$ cat src/rtl/lif_pkg.sv
// shared types and constants for the spiking layer
package lif_pkg;
  localparam int KIND_W  = 3;
  localparam int IDX_W   = 6;
  localparam int VOLT_W  = 16;
  localparam int LEAK_W  = 16;
  localparam int END_W   = 7;

  localparam logic [KIND_W-1:0] KIND_LOAD_W = 3'd0;
  localparam logic [KIND_W-1:0] KIND_LOAD_B = 3'd1;
  localparam logic [KIND_W-1:0] KIND_START  = 3'd2;
  localparam logic [KIND_W-1:0] KIND_SPIKE  = 3'd3;
  localparam logic [KIND_W-1:0] KIND_END    = 3'd4;
  localparam logic [KIND_W-1:0] KIND_CLEAR  = 3'd5;

  localparam logic [1:0] REG_LEAK  = 2'd0;
  localparam logic [1:0] REG_THR   = 2'd1;
  localparam logic [1:0] REG_FIRST = 2'd2;
  localparam logic [1:0] REG_END   = 2'd3;

  typedef struct packed {
    logic [KIND_W-1:0] kind;
    logic [IDX_W-1:0]  input_index;
    logic [IDX_W-1:0]  neuron_index;
    logic signed [VOLT_W-1:0] value;
  } in_word_t;

  typedef struct packed {
    logic [IDX_W-1:0] fired_neuron;
    logic             fired;
    logic             last;
  } out_word_t;

  // controller to datapath
  typedef struct packed {
    logic             load;
    logic [KIND_W-1:0] kind;
    logic             sweep;
    logic [IDX_W-1:0] n;
    logic             clr_all;
  } dp_cmd_t;

  // datapath to controller
  typedef struct packed {
    logic             wb_valid;
    logic             wb_fire;
    logic [IDX_W-1:0] wb_n;
  } dp_stat_t;
endpackage

$ cat src/rtl/lif_if.sv
// valid/ready channel interfaces
interface lif_in_if;
  import lif_pkg::*;
  logic     valid;
  logic     ready;
  in_word_t data;
  modport source (output valid, output data, input ready);
  modport sink   (input valid, input data, output ready);
endinterface

interface lif_out_if;
  import lif_pkg::*;
  logic      valid;
  logic      ready;
  out_word_t data;
  modport source (output valid, output data, input ready);
  modport sink   (input valid, input data, output ready);
endinterface

$ cat src/rtl/lif_ctrl.sv
// item sequencer and result buffer
module lif_ctrl #(
  parameter int NUM_INPUTS  = 64,
  parameter int NUM_OUTPUTS = 64
) (
  input  logic                       clk,
  input  logic                       rst_n,
  lif_in_if.sink                     in_ch,
  lif_out_if.source                  out_ch,
  input  logic [lif_pkg::IDX_W-1:0]  first_n,
  input  logic [lif_pkg::END_W-1:0]  end_n,
  output lif_pkg::dp_cmd_t           cmd,
  input  lif_pkg::dp_stat_t          stat
);
  import lif_pkg::*;
  localparam logic [1:0] ST_IDLE  = 2'd0;
  localparam logic [1:0] ST_SWEEP = 2'd1;
  localparam logic [1:0] ST_DRAIN = 2'd2;
  localparam logic [1:0] ST_FLUSH = 2'd3;
  localparam int FIFO_D = 4;

  logic [1:0]       state_r, state_nxt;
  logic [END_W-1:0] n_r, n_nxt, hi;
  logic [1:0]       dr_r, dr_nxt;
  logic [KIND_W-1:0] kind_r;
  logic             sweep_end;
  // one-deep hold of a fired index, so last can be marked on the final one
  logic             pend_r, any_r;
  logic [IDX_W-1:0] pend_n_r;
  // result words waiting for the sink, room for those still in the pipeline
  out_word_t        fifo_r [FIFO_D];
  logic [1:0]       wp_r, rp_r;
  logic [2:0]       cnt_r;
  logic             push, pop;
  out_word_t        push_w;
  logic             accept, stall;

  assign hi = (32'(end_n) > NUM_OUTPUTS) ? END_W'(NUM_OUTPUTS) : end_n;
  assign accept = in_ch.valid && in_ch.ready;
  assign in_ch.ready = (state_r == ST_IDLE);
  assign stall = (cnt_r >= 3'd2);
  assign out_ch.valid = (cnt_r != 3'd0);
  assign out_ch.data  = fifo_r[rp_r];
  assign pop = out_ch.valid && out_ch.ready;

  assign cmd.load    = accept;
  assign cmd.kind    = in_ch.data.kind;
  assign cmd.sweep   = (state_r == ST_SWEEP) && !stall;
  assign cmd.n       = n_r[IDX_W-1:0];
  assign cmd.clr_all = accept && in_ch.data.kind == KIND_CLEAR;

  always_comb begin
    state_nxt = state_r;
    n_nxt = n_r;
    dr_nxt = dr_r;
    unique case (state_r)
      ST_IDLE: if (accept) begin
        n_nxt = END_W'(first_n);
        if (in_ch.data.kind == KIND_START || in_ch.data.kind == KIND_END ||
            (in_ch.data.kind == KIND_SPIKE && 32'(in_ch.data.input_index) < NUM_INPUTS)) begin
          state_nxt = (END_W'(first_n) < hi) ? ST_SWEEP : ST_DRAIN;
        end
        dr_nxt = 2'd2;
      end
      ST_SWEEP: if (!stall) begin
        n_nxt = n_r + END_W'(1);
        if (n_nxt >= hi) state_nxt = ST_DRAIN;
      end
      ST_DRAIN: if (!stall) begin
        if (dr_r == 2'd0) state_nxt = (kind_r == KIND_END) ? ST_FLUSH : ST_IDLE;
        else dr_nxt = dr_r - 2'd1;
      end
      default: if (!stall) state_nxt = ST_IDLE;
    endcase
  end

  assign sweep_end = (state_r == ST_FLUSH) && !stall;

  always_comb begin
    push = 1'b0;
    push_w = '{fired_neuron: pend_n_r, fired: 1'b1, last: 1'b0};
    if (stat.wb_fire) begin
      push = pend_r;
    end else if (sweep_end) begin
      push = 1'b1;
      if (any_r) push_w.last = 1'b1;
      else push_w = '{fired_neuron: '0, fired: 1'b0, last: 1'b1};
    end
  end

  always_ff @(posedge clk) begin
    if (!rst_n) begin
      state_r <= ST_IDLE;
      n_r <= '0;
      dr_r <= '0;
      kind_r <= KIND_LOAD_W;
      pend_r <= 1'b0;
      any_r <= 1'b0;
      wp_r <= '0;
      rp_r <= '0;
      cnt_r <= '0;
    end else begin
      state_r <= state_nxt;
      n_r <= n_nxt;
      dr_r <= dr_nxt;
      if (accept) begin
        kind_r <= in_ch.data.kind;
        any_r <= 1'b0;
      end else if (stat.wb_fire) begin
        any_r <= 1'b1;
      end
      if (stat.wb_fire) begin
        pend_r <= 1'b1;
        pend_n_r <= stat.wb_n;
      end else if (sweep_end) begin
        pend_r <= 1'b0;
      end
      if (push) wp_r <= wp_r + 2'd1;
      if (pop) rp_r <= rp_r + 2'd1;
      cnt_r <= cnt_r + 3'(push) - 3'(pop);
    end
  end

  always_ff @(posedge clk) begin
    if (push) fifo_r[wp_r] <= push_w;
  end
endmodule

$ cat src/flat_wrapper.sv
// flat-port wrapper written by rule: the top's interface ports become plain ports
module lif_ctrl_flat import lif_pkg::*;
#(
  parameter int NUM_INPUTS  = 64,
  parameter int NUM_OUTPUTS = 64
)
  (clk, rst_n, first_n, end_n, cmd, stat, in_ch_valid, in_ch_data, in_ch_ready, out_ch_valid, out_ch_data, out_ch_ready);
  lif_in_if in_ch_i ();
  lif_out_if out_ch_i ();
  input  logic clk;
  input  logic rst_n;
  input  logic [lif_pkg::IDX_W-1:0] first_n;
  input  logic [lif_pkg::END_W-1:0] end_n;
  output lif_pkg::dp_cmd_t cmd;
  input  lif_pkg::dp_stat_t stat;
  input wire logic [$bits(in_ch_i.valid)-1:0] in_ch_valid;
  input wire logic [$bits(in_ch_i.data)-1:0] in_ch_data;
  output wire logic [$bits(in_ch_i.ready)-1:0] in_ch_ready;
  output wire logic [$bits(out_ch_i.valid)-1:0] out_ch_valid;
  output wire logic [$bits(out_ch_i.data)-1:0] out_ch_data;
  input wire logic [$bits(out_ch_i.ready)-1:0] out_ch_ready;
  assign in_ch_i.valid = in_ch_valid;
  assign in_ch_i.data = in_ch_data;
  assign in_ch_ready = in_ch_i.ready;
  assign out_ch_valid = out_ch_i.valid;
  assign out_ch_data = out_ch_i.data;
  assign out_ch_i.ready = out_ch_ready;
  lif_ctrl #(.NUM_INPUTS(NUM_INPUTS), .NUM_OUTPUTS(NUM_OUTPUTS)) u_core (.clk(clk), .rst_n(rst_n), .in_ch(in_ch_i), .out_ch(out_ch_i), .first_n(first_n), .end_n(end_n), .cmd(cmd), .stat(stat));
endmodule
$ cat config.mk
export PLATFORM = sky130hd
export DESIGN_NAME = lif_ctrl_flat
export DESIGN_NICKNAME = d
export VERILOG_FILES = /design/src/rtl/lif_pkg.sv /design/src/rtl/lif_if.sv /design/src/rtl/lif_ctrl.sv /design/src/flat_wrapper.sv
export SDC_FILE = /design/constraint.sdc
export NUM_CORES = 1
export LEC_CHECK = 0
export ABC_AREA = 1
export BUFFER_PORTS_ARGS = -buffer_cell sky130_fd_sc_hd__clkbuf_2
export CAP_MARGIN = 20
export CELL_PAD_IN_SITES_DETAIL_PLACEMENT = 1
export CELL_PAD_IN_SITES_GLOBAL_PLACEMENT = 1
export CORE_ASPECT_RATIO = 1.25
export CORE_MARGIN = 10
export CORE_UTILIZATION = 40
export CTS_CLUSTER_DIAMETER = 60
export CTS_CLUSTER_SIZE = 14
export DETAILED_ROUTE_END_ITERATION = 7
export PLACE_DENSITY = 0.86
export SETUP_SLACK_MARGIN = 0.2
export SLEW_MARGIN = 20
export SYNTH_ARGS = -nofsm -noshare
export SYNTH_HDL_FRONTEND = slang
export SYNTH_SLANG_ARGS = --single-unit
$ cat constraint.sdc
create_clock -name clk -period 3.1 [get_ports clk]
set_clock_uncertainty 0.1 [all_clocks]
set_input_delay 0.465 -clock clk [delete_from_list [all_inputs] [get_ports clk]]
set_output_delay 0.465 -clock clk [all_outputs]
set_load 0.1 [all_outputs]
==> metrics.txt, run 1 <==
crit path DAT 2.07 ns; Syn Area/Cell 8.90 sq um; CP max stage cell clkbuf_2; DRT Pass-1 Iters 4; Post-Synth XOR/XNOR Area 0.0109; CTS HTree Levels 3; pin count of the biggest net entering global routing 18; Fin. Hold Viols 0; IO buf count 48; setup ws final 0.464 ns; cell breakdown of the critical path buf_4, inv_1, o21ai_0, o22ai_1, clkbuf_2; net count after synthesis 436; core area 7840 sq um; Antenna Cells 0; Tot GR Track Use 0.144; postcts setup bufs 0; gpl congestion 0.808; drt wl/cell 16.3 microns; Worst Setup End Kind output port; share of cells above drive strength 1 0.221; Hold Crit Class in -> reg; final wirelength 8360 microns; Cell Rows 36; clock-pin slew on the worst setup and hold paths 0.07 ns; DP HPWL 6460 microns; Max FO, Critical Path 17; CP required 2.53 ns; Worst VDD drop 0.546 mV; CTS max path bufs 2; Ys Warns 0; initial core utilization 0.411; CTS Buf Count 9; Max Fclk 379 MHz; Die H 120 microns; Crit Path Class reg -> out; # Max-Cap Violations 0; CTS tree built; area of the die 12100 sq um; Yosys cell types 36; vias in the first global route 2985; DRC 0; proportion of synthesized area in mux cells 0; total gr overflow 0; status finished, final reports clean; clk root buf clkbuf_8; largest family of logic cells by synthesized area simple AND/OR/NAND/NOR gates; Synth Register Bits 63; Hold WS 0.199 ns; Startpoint Class flop; Post-Synth Simple-Gate Area 0.183; slowest stage delay, CP 0.50 ns; Crit path max-delay family buffers and inverters; CTS Hold Bufs 0; 1st-iter DRT viols 77; clk_lat worst skew 0.33 ns; Buf/Inv on CP 3; Pleak 0.00170 uW; Slew Limit Fails 0; Mapped Area 3220 sq um; sequential share of the synthesized area 0.510; relative slew slack 0.628; compound-cell area share of the yosys netlist 0.126; measured slew at the worst slew-check pin 0.561 ns; pre-CTS setup slack 0.562 ns; wire length of the first global-routing pass 13900 microns; Post-Synth Adder-Cell Area 0.0722; fin crit share 0.850; IO Pins 78; Post-CTS Resized 0; DR vias 2630; setup tns final 0 ns; post-DR vias/cell 5.14; endpoints failing setup 0; min cycle time layout 2.64 ns; CTS sink count 63; initial antenna violation count 0; final net count 486; unrepaired setup endpoints after global routing false; area grow syn2layout 17.1%; Die Wd 100 microns; cells after synthesis 362; post-route ant nets 0; power per cell area 977 nW/um^2
-- cell usage after synthesis --
library cell	instances	area (sq um)
nor3_1	3	15.0
nor2_1	43	161
nor3_2	1	10.0
nand2_2	6	37.5
a31oi_1	1	6.26
o21a_1	2	15.0
o221ai_1	1	8.76
o22ai_1	9	56.3
nand2_1	63	236
nand3_2	1	10.0
ha_1	17	213
a31o_1	1	8.76
nand3_1	8	40.0
nor2_2	2	12.5
o211ai_1	1	7.51
nor2_4	3	33.8
xnor2_1	1	8.76
clkbuf_1	2	7.51
edfxtp_1	38	1140
xor2_1	3	26.3
inv_4	1	6.26
o21bai_1	1	7.51
a21oi_1	20	100
a211oi_1	1	7.51
o21ai_1	3	15.0
o31ai_1	1	7.51
buf_4	12	90.1
nand4_1	5	31.3
dfxtp_1	25	500
inv_2	6	22.5
o21ai_0	29	145
a31oi_2	1	12.5
inv_1	48	180
a311oi_1	1	8.76
fa_1	1	20.0
buf_6	1	11.3
-- stage by stage --
| stage | utilization | area (sq um) | cells | total power, uW |
|---|---|---|---|---|
| after global routing | 0.481 | 3770 | 512 | 3900 |
| after global placement | 0.450 | 3530 | 496 | 2780 |
| after detailed placement | 0.450 | 3530 | 496 | 2850 |
| after CTS | 0.481 | 3770 | 512 | 3730 |
| after floorplan | - | 3230 | 362 | 2540 |
| final | 0.481 | 3770 | 512 | 3680 |
-- where the power goes --
group	leakage (uW)	internal (uW)	total [uW]	switching, uW
clock network	0.000120	536	864	327
logic	0.00103	377	1710	1340
registers	0.000549	1000	1110	105
total	0.00170	1920	3680	1770
-- layout make-up --
class / count / area, sq um
multi-input combinational: 229 / 1270
clock inverter: 7 / 120
timing repair buffer: 54 / 285
tap: 95 / 119
clock buffer: 9 / 124
inverter: 55 / 209
sequential: 63 / 1640
fill: 954 / 4070
-- metal layers --
layer  part of all wire  wire length [microns]  GRT usage  up-vias
met1               0.35                   2940      0.130     1277
met2               0.59                   4930      0.291       49
met3              0.038                    316     0.0336       12
li1                   -                      -          -     1292
met5                  0                      0          0        -
met4              0.021                    175     0.0584        0
-- logic make-up after synthesis --
family,count (synthesis)
buffers and inverters,70
AO/OA/AOI/OAI,72
XOR/XNOR,4
adder cells (fa/ha/maj),18
flip-flops,63
AND/OR/NAND/NOR,135
-- state kept, by name, summed over array words and instances (netlist names), named ones only --
register	count
u_core.pend_r	1
u_core.state_r	2
u_core.pend_n_r	6
u_core.cnt_r	3
u_core.wp_r	2
u_core.kind_r	3
u_core.n_r	7
u_core.dr_r	2
u_core.rp_r	2
u_core.any_r	1
u_core.fifo_r	32
-- path summary, 6_finish.rpt --
path                                from                           end  slack [ns]  cells after the start
max                                 flop                out_ch_data[1]        0.46                      5
min reg2reg  u_core.dr_r[0]$_SDFFE_PN0P_   u_core.dr_r[0]$_SDFFE_PN0P_        0.37                      2
min                              stat[0]  u_core.pend_n_r[0]$_DFFE_PP_        0.20                      1
max reg2reg   u_core.cnt_r[1]$_SDFF_PN0_    u_core.cnt_r[2]$_SDFF_PN0_        0.55                     13
-- cells in the final DEF (no fill, tap or decap), types with 2 or more instances in the layout --
cell type	netlist	routed
clkbuf_8	0	9
o22ai_1	9	9
nand3_1	8	8
nor2_2	2	2
buf_4	12	6
o21ai_1	3	3
inv_1	48	48
edfxtp_1	38	38
o21ai_0	29	29
nand2_2	6	6
nand2_1	63	63
a21oi_1	20	20
bufinv_16	0	3
inv_2	6	6
xor2_1	3	3
clkbuf_2	0	48
nor2_1	43	43
dfxtp_1	25	25
nand4_1	5	5
o21a_1	2	2
nor3_1	3	2
ha_1	17	17
nor2_4	3	3
-- worst register-to-register path, stage by stage, from the launching register on --
cell,delay [ns]
dfxtp_1,0.34
inv_1,0.09
ha_1,0.16
inv_1,0.05
a31oi_2,0.29
inv_1,0.10
nor3_2,0.18
nand2_1,0.11
nand2_1,0.17
ha_1,0.17
inv_1,0.06
fa_1,0.40
xnor2_1,0.17
nor2_1,0.05
Power figures use the tool's default switching activity.
==> inputs of run 2 (changes only) <==
--- a/config.mk
+++ b/config.mk
@@ -9,13 +9,14 @@
 export BUFFER_PORTS_ARGS = -buffer_cell sky130_fd_sc_hd__clkbuf_2
 export CAP_MARGIN = 20
 export CELL_PAD_IN_SITES_DETAIL_PLACEMENT = 1
-export CELL_PAD_IN_SITES_GLOBAL_PLACEMENT = 1
+export CELL_PAD_IN_SITES_GLOBAL_PLACEMENT = 2
 export CORE_ASPECT_RATIO = 1.25
 export CORE_MARGIN = 10
-export CORE_UTILIZATION = 40
+export CORE_UTILIZATION = 32
 export CTS_CLUSTER_DIAMETER = 60
 export CTS_CLUSTER_SIZE = 14
 export DETAILED_ROUTE_END_ITERATION = 7
+export HOLD_SLACK_MARGIN = 0.06
 export PLACE_DENSITY = 0.86
 export SETUP_SLACK_MARGIN = 0.2
 export SLEW_MARGIN = 20
==> constraint.sdc (replaced) <==
create_clock -name clk -period 3.1 [get_ports clk]
set_clock_uncertainty 0.1 [all_clocks]
set_input_delay 0.155 -clock clk [delete_from_list [all_inputs] [get_ports clk]]
set_output_delay 0.155 -clock clk [all_outputs]
set_load 0.1 [all_outputs]
==> run 2 against run 1 <==
First-iteration DRC count shrank 6.5%. Sequential share of layout area shrank 2.0 points. Wire length shrank 3.2%. Critical path type is now reg -> reg. Power grew 0.53%. Largest power group unchanged. Utilization shrank 7.4 points. Final cell count grew 8.4%. Critical path depth grew 8. Critical endpoint is now u_core.cnt_r[2]$_SDFF_PN0_. Via count is essentially flat. Flip-flop and latch count is the same.
==> metrics.txt, run 2 (synthesis results as in run 1) <==
DRC 0; min-delay src in_ch_data[29]; pre-CTS setup slack 0.561 ns; endpoints failing setup 0; relative slew slack 0.627; met1 WL 3060 microns; CTS sink count 63; area grow syn2layout 22.8%; commonest cells after routing, fill and taps aside nand2_1 (63), inv_1 (48), clkbuf_2 (48), nor2_1 (43), edfxtp_1 (38); vias in the first global route 2849; share of cells above drive strength 1 0.210; clk root buf clkbuf_16; CTS Buf Count 9; postcts setup bufs 0; IO Pins 78; WHS Endpoint u_core.kind_r[1]$_SDFFE_PN0P_; Cell Rows 40; Pleak 0.00175 uW; setup ws final 0.598 ns; CP required 3.21 ns; post-route ant nets 0; clk_lat worst skew 0.33 ns; Die H 132 microns; DRT Pass-1 Iters 4; gpl congestion 0.762; DR vias 2631; Slew Limit Fails 0; Max FO, Critical Path 4; number of flip-flops in the largest register 32; Tot GR Track Use 0.119; 1st-iter DRT viols 72; DP HPWL 5930 microns; status finished, final reports clean; worst r2r src u_core.cnt_r[1]$_SDFF_PN0_; initial antenna violation count 0; Die Wd 110 microns; fin crit share 0.807; Fin. Hold Viols 0; met3 WL 325 microns; total gr overflow 0; Startpoint Class flop; crit path DAT 2.61 ns; setup tns final 0 ns; CTS max path bufs 2; biggest regs u_core.fifo_r (32), u_core.n_r (7), u_core.pend_n_r (6); initial core utilization 0.332; cells on worst reg2reg path 13; Worst VDD drop 0.622 mV; hold path depth 3; Crit Path Class reg -> reg; # Max-Cap Violations 0; Top Layer Used met4; drt wl/cell 14.6 microns; Antenna Cells 0; final net count 498; core area 9710 sq um; IO buf count 48; met2 WL 4570 microns; post-DR vias/cell 4.74; measured slew at the worst slew-check pin 0.562 ns; final wirelength 8100 microns; R2R Path End u_core.cnt_r[2]$_SDFF_PN0_; R2R Setup Slk 0.60 ns; Worst Setup End Kind flop; pin count of the biggest net entering global routing 18; most common cell after layout, fill and taps aside nand2_1; Max Fclk 400 MHz; wire length of the first global-routing pass 13400 microns; Hold Crit Class in -> reg; CTS HTree Levels 3; unrepaired setup endpoints after global routing false; power per cell area 936 nW/um^2; area of the die 14500 sq um; clock-pin slew on the worst setup and hold paths 0.05 ns; CTS tree built; min cycle time layout 2.50 ns; Biggest register u_core.fifo_r
run 2: changes by cell type in the layout (fill, tap and decap cells not counted):
cell and change:
buf_4 -1, clkbuf_16 +9, clkinv_1 +1, dlygate4sd3_1 +13
clkinvlp_4 +2, clkbuf_8 -9, nor3_2 +1, nor3_4 -1
bufinv_16 -3
run 2: worst max-delay path by stage:
stage | to | from | slack (ns) | cells past startpoint
6_report | u_core.cnt_r[2]$_SDFF_PN0_ | u_core.cnt_r[1]$_SDFF_PN0_ | 0.60 | 13
5_1_grt | u_core.state_r[0]$_SDFFE_PN0P_ | u_core.n_r[0]$_SDFFE_PN0P_ | 0.35 | 17
4_1_cts | u_core.cnt_r[2]$_SDFF_PN0_ | u_core.cnt_r[1]$_SDFF_PN0_ | 0.56 | 13
3_5_place_dp | u_core.cnt_r[2]$_SDFF_PN0_ | u_core.cnt_r[1]$_SDFF_PN0_ | 0.56 | 13
3_3_place_gp | u_core.cnt_r[2]$_SDFF_PN0_ | u_core.cnt_r[1]$_SDFF_PN0_ | 0.63 | 13
2_1_floorplan | u_core.cnt_r[2]$_SDFF_PN0_ | u_core.cnt_r[1]$_SDFF_PN0_ | 0.30 | 11
run 2: worst max-delay path, cell delays in order (launching register included):
cell and delay, ns:
dfxtp_1 0.33, inv_1 0.08, ha_1 0.14, inv_1 0.04
a31oi_2 0.30, inv_1 0.09, nor3_2 0.20, nand2_1 0.10
nand2_1 0.16, ha_1 0.17, inv_1 0.05, fa_1 0.40
xnor2_1 0.17, nor2_1 0.05
run 2: report_power, final:
part | internal [uW] | switching (uW) | leakage [uW]
Sequential | 1000 | 111 | 0.000549
Clock | 539 | 364 | 0.000125
Combinational | 377 | 1310 | 0.00107
Total | 1920 | 1780 | 0.00175
run 2: routing by layer:
| layer | track usage | up-vias |
|---|---|---|
| met2 | 0.227 | 42 |
| met3 | 0.0391 | 11 |
| met4 | 0.0464 | 0 |
| li1 | - | 1323 |
| met5 | 0 | - |
| met1 | 0.109 | 1255 |
run 2: timing repair:
action | 4_1_cts | 5_1_grt
hold buffers | 13 | 0
hold endpoints to repair | 13 | 0
gates resized for setup | 0 | 0
run 2: cell type report:
class                   count  area, sq um
clock inverters             7         48.8
clock buffers               9          225
multi-input cells         229         1270
flip-flops and latches     63         1640
fillers                  1150         5750
well taps                 126          158
repair buffers             66          408
inverters                  55          209
run 2: metrics by stage:
step	hold WS, ns	instances	util	total power, uW	area, sq um
2_1_floorplan	0.154	362	-	2540	3230
3_3_place_gp	0.234	526	0.366	2790	3550
5_1_grt	0.0957	555	0.408	3960	3960
3_5_place_dp	0.234	526	0.366	2830	3550
4_1_cts	0.0725	555	0.408	3760	3960
6_report	0.0754	555	0.408	3700	3960
==> inputs of run 3 (changes only) <==
--- a/config.mk
+++ b/config.mk
@@ -5,19 +5,19 @@
 export SDC_FILE = /design/constraint.sdc
 export NUM_CORES = 1
 export LEC_CHECK = 0
-export ABC_AREA = 1
+export ABC_AREA = 0
 export BUFFER_PORTS_ARGS = -buffer_cell sky130_fd_sc_hd__clkbuf_2
 export CAP_MARGIN = 20
 export CELL_PAD_IN_SITES_DETAIL_PLACEMENT = 1
 export CELL_PAD_IN_SITES_GLOBAL_PLACEMENT = 2
 export CORE_ASPECT_RATIO = 1.25
 export CORE_MARGIN = 10
-export CORE_UTILIZATION = 32
+export CORE_UTILIZATION = 31
 export CTS_CLUSTER_DIAMETER = 60
 export CTS_CLUSTER_SIZE = 14
 export DETAILED_ROUTE_END_ITERATION = 7
 export HOLD_SLACK_MARGIN = 0.06
-export PLACE_DENSITY = 0.86
+export PLACE_DENSITY = 0.82
 export SETUP_SLACK_MARGIN = 0.2
 export SLEW_MARGIN = 20
 export SYNTH_ARGS = -nofsm -noshare
==> constraint.sdc (replaced) <==
create_clock -name clk -period 2.3 [get_ports clk]
set_clock_uncertainty 0.1 [all_clocks]
set_input_delay 0.115 -clock clk [delete_from_list [all_inputs] [get_ports clk]]
set_output_delay 0.115 -clock clk [all_outputs]
set_load 0.1 [all_outputs]
==> run 3 against run 2 <==
Die area increased by 2.1%. Global-route usage fell by 0.98 points. Synthesized cell count shrank 25%. Utilization rose by 1.4 points. Flip-flop and latch count is the same. Design area grew 7.7%. Critical path type unchanged. Critical endpoint is now u_core.state_r[1]$_SDFFE_PN0P_.
==> metrics.txt, run 3 <==
DRT Pass-1 Iters 4; total gr overflow 0; Post-synth top cells edfxtp_1 (38), dfxtp_1 (25), nand2_1 (24); clock-pin slew on the worst setup and hold paths 0.05 ns; CTS HTree Levels 3; Fin. Hold Viols 0; initial antenna violation count 0; fin cells 483; cell taking the most area after synthesis edfxtp_1; M2 GR Usage 0.202; sequential share of the synthesized area 0.513; proportion of synthesized area in mux cells 0.0688; commonest cells after routing, fill and taps aside clkbuf_2 (47), edfxtp_1 (38), nand2_1 (24), buf_4 (23), dfxtp_1 (20); Die Wd 111 microns; area grow syn2layout 33.2%; post-route ant nets 0; top cells by area, synth edfxtp_1 (36%), dfxtp_1 (16%), ha_1 (6.6%); unrepaired setup endpoints after global routing true; slowest stage delay, CP 0.36 ns; most common cell after layout, fill and taps aside clkbuf_2; final wirelength 7700 microns; largest family of logic cells by synthesized area simple AND/OR/NAND/NOR gates; Post-Synth XOR/XNOR Area 0.0192; drt wl/cell 15.9 microns; clk_lat worst skew 0.33 ns; EDFF count, synth 38; DRC 0; cell breakdown of the critical path ha_4, xor2_4, ha_4, a21o_1, a311o_1, a221o_1, o211ai_2, a2111oi_2; CTS Buf Count 9; Cell Rows 41; vias in the first global route 2551; DP HPWL 5710 microns; IO Pins 78; post-DR vias/cell 4.71; met3 Usage GRT 0.0292; Syn Area/Cell 11.7 sq um; wire length of the first global-routing pass 12800 microns; CTS sink count 63; # Max-Cap Violations 0; Post-Synth Adder-Cell Area 0.0727; most congested layer reported by global routing met2; core area 10100 sq um; cells on worst reg2reg path 8; area of the die 14800 sq um; Worst Setup End Kind flop; crit path DAT 2.34 ns; CTS max path bufs 2; asr flop ratio synth 0; most used cell, CP ha_4; IO buf count 48; min cycle time layout 2.24 ns; top-area cell type share of the netlist area 0.357; measured slew at the worst slew-check pin 0.557 ns; Pleak 0.00166 uW; compound-cell area share of the yosys netlist 0.112; status finished, final reports clean; hold path depth 4; Inst Count DP 447; DR vias 2276; Synth Register Bits 63; net count after synthesis 347; placed inst area 3690 sq um; Biggest register u_core.fifo_r; met1 Usage GRT 0.105; total power 4620 uW; Max Fclk 447 MHz; power per cell area 1080 nW/um^2; Yosys cell types 55; fin area 4260 sq um; Post-Synth Simple-Gate Area 0.160; number of flip-flops in the largest register 32; gpl congestion 0.705; Startpoint Class flop; CP required 2.40 ns; CTS tree built; Ys Warns 0; clk root buf clkbuf_16; share of cells above drive strength 1 0.381; endpoints failing setup 0; Tot GR Track Use 0.109; pin count of the biggest net entering global routing 26; 1st-iter DRT viols 49; initial core utilization 0.317; relative slew slack 0.630; CP max stage cell dfxtp_4; Max FO, Critical Path 3; cells after synthesis 273; Worst VDD drop 0.461 mV; fin crit share 0.972; Crit Path Class reg -> reg; Die H 134 microns; Antenna Cells 0; Hold Crit Class in -> reg; Mapped Area 3200 sq um; count leader, synth edfxtp_1; Slew Limit Fails 0; Post-synth top flop edfxtp_1; final net count 423; biggest regs u_core.fifo_r (32), u_core.n_r (7), u_core.pend_n_r (6)
## run 3: final timing paths
check	start	end	slack, ns
max reg2reg	u_core.n_r[0]$_SDFFE_PN0P_	u_core.state_r[1]$_SDFFE_PN0P_	0.06
max	u_core.n_r[0]$_SDFFE_PN0P_	u_core.state_r[1]$_SDFFE_PN0P_	0.06
min reg2reg	u_core.kind_r[0]$_SDFFE_PN0P_	u_core.kind_r[0]$_SDFFE_PN0P_	0.37
min	first_n[1]	u_core.n_r[1]$_SDFFE_PN0P_	0.08
## run 3: stage by stage
stage	utilization	worst slack (ns)	setup TNS, ns	hold WS (ns)
floorplan	-	0.000722	0	0.114
global placement	0.365	0.0188	0	0.195
detailed placement	0.365	-0.0501	-0.0501	0.195
CTS	0.412	0.0302	0	0.0644
global route	0.422	-0.0355	-0.0584	0.109
finish	0.422	0.0646	0	0.0774
## run 3: power by group
part	internal (uW)	switching, uW	leakage (uW)
combinational	640	1280	0.000973
clock	832	476	0.000134
sequential	1310	79.4	0.000548
## run 3: cell type report
class,instances,area [sq um]
Clock buffer,10,229
Tap cell,129,161
Timing Repair Buffer,82,523
Sequential cell,63,1650
Inverter,18,67.6
Multi-Input combinational cell,175,1570
Fill cell,1112,5850
Clock inverter,6,61.3
## run 3: worst max-delay path: cells and delay by family (launching register included)
kind / cells / cell delay, ns
flip-flops: 1 / 0.36
adder cells (fa/ha/maj): 2 / 0.40
AO/OA/AOI/OAI: 5 / 1.05
XOR/XNOR: 1 / 0.18
## run 3: layer usage
layer / vias to the layer above / wire length [microns]
met2: 46 / 4180
met3: 19 / 334
met5: - / 0
li1: 1126 / -
met4: 0 / 189
met1: 1085 / 3000
## run 3: cells by family after synthesis
group           count (synthesis)
flops                          63
simple gates                   94
compound gates                 44
xor+xnor                        7
fa+ha+maj                      18
mux                            12
buf+inv                        35
## run 3: what timing repair did
| action | CTS | global route |
|---|---|---|
| cloned | 0 | 0 |
| endpoints found under the hold margin | 12 | 0 |
| hold buffers | 11 | 0 |
| pin swaps | 8 | 7 |
| endpoints found under the setup margin | 37 | 9 |
| setup buffers | 4 | 5 |
| resized for setup | 13 | 10 |
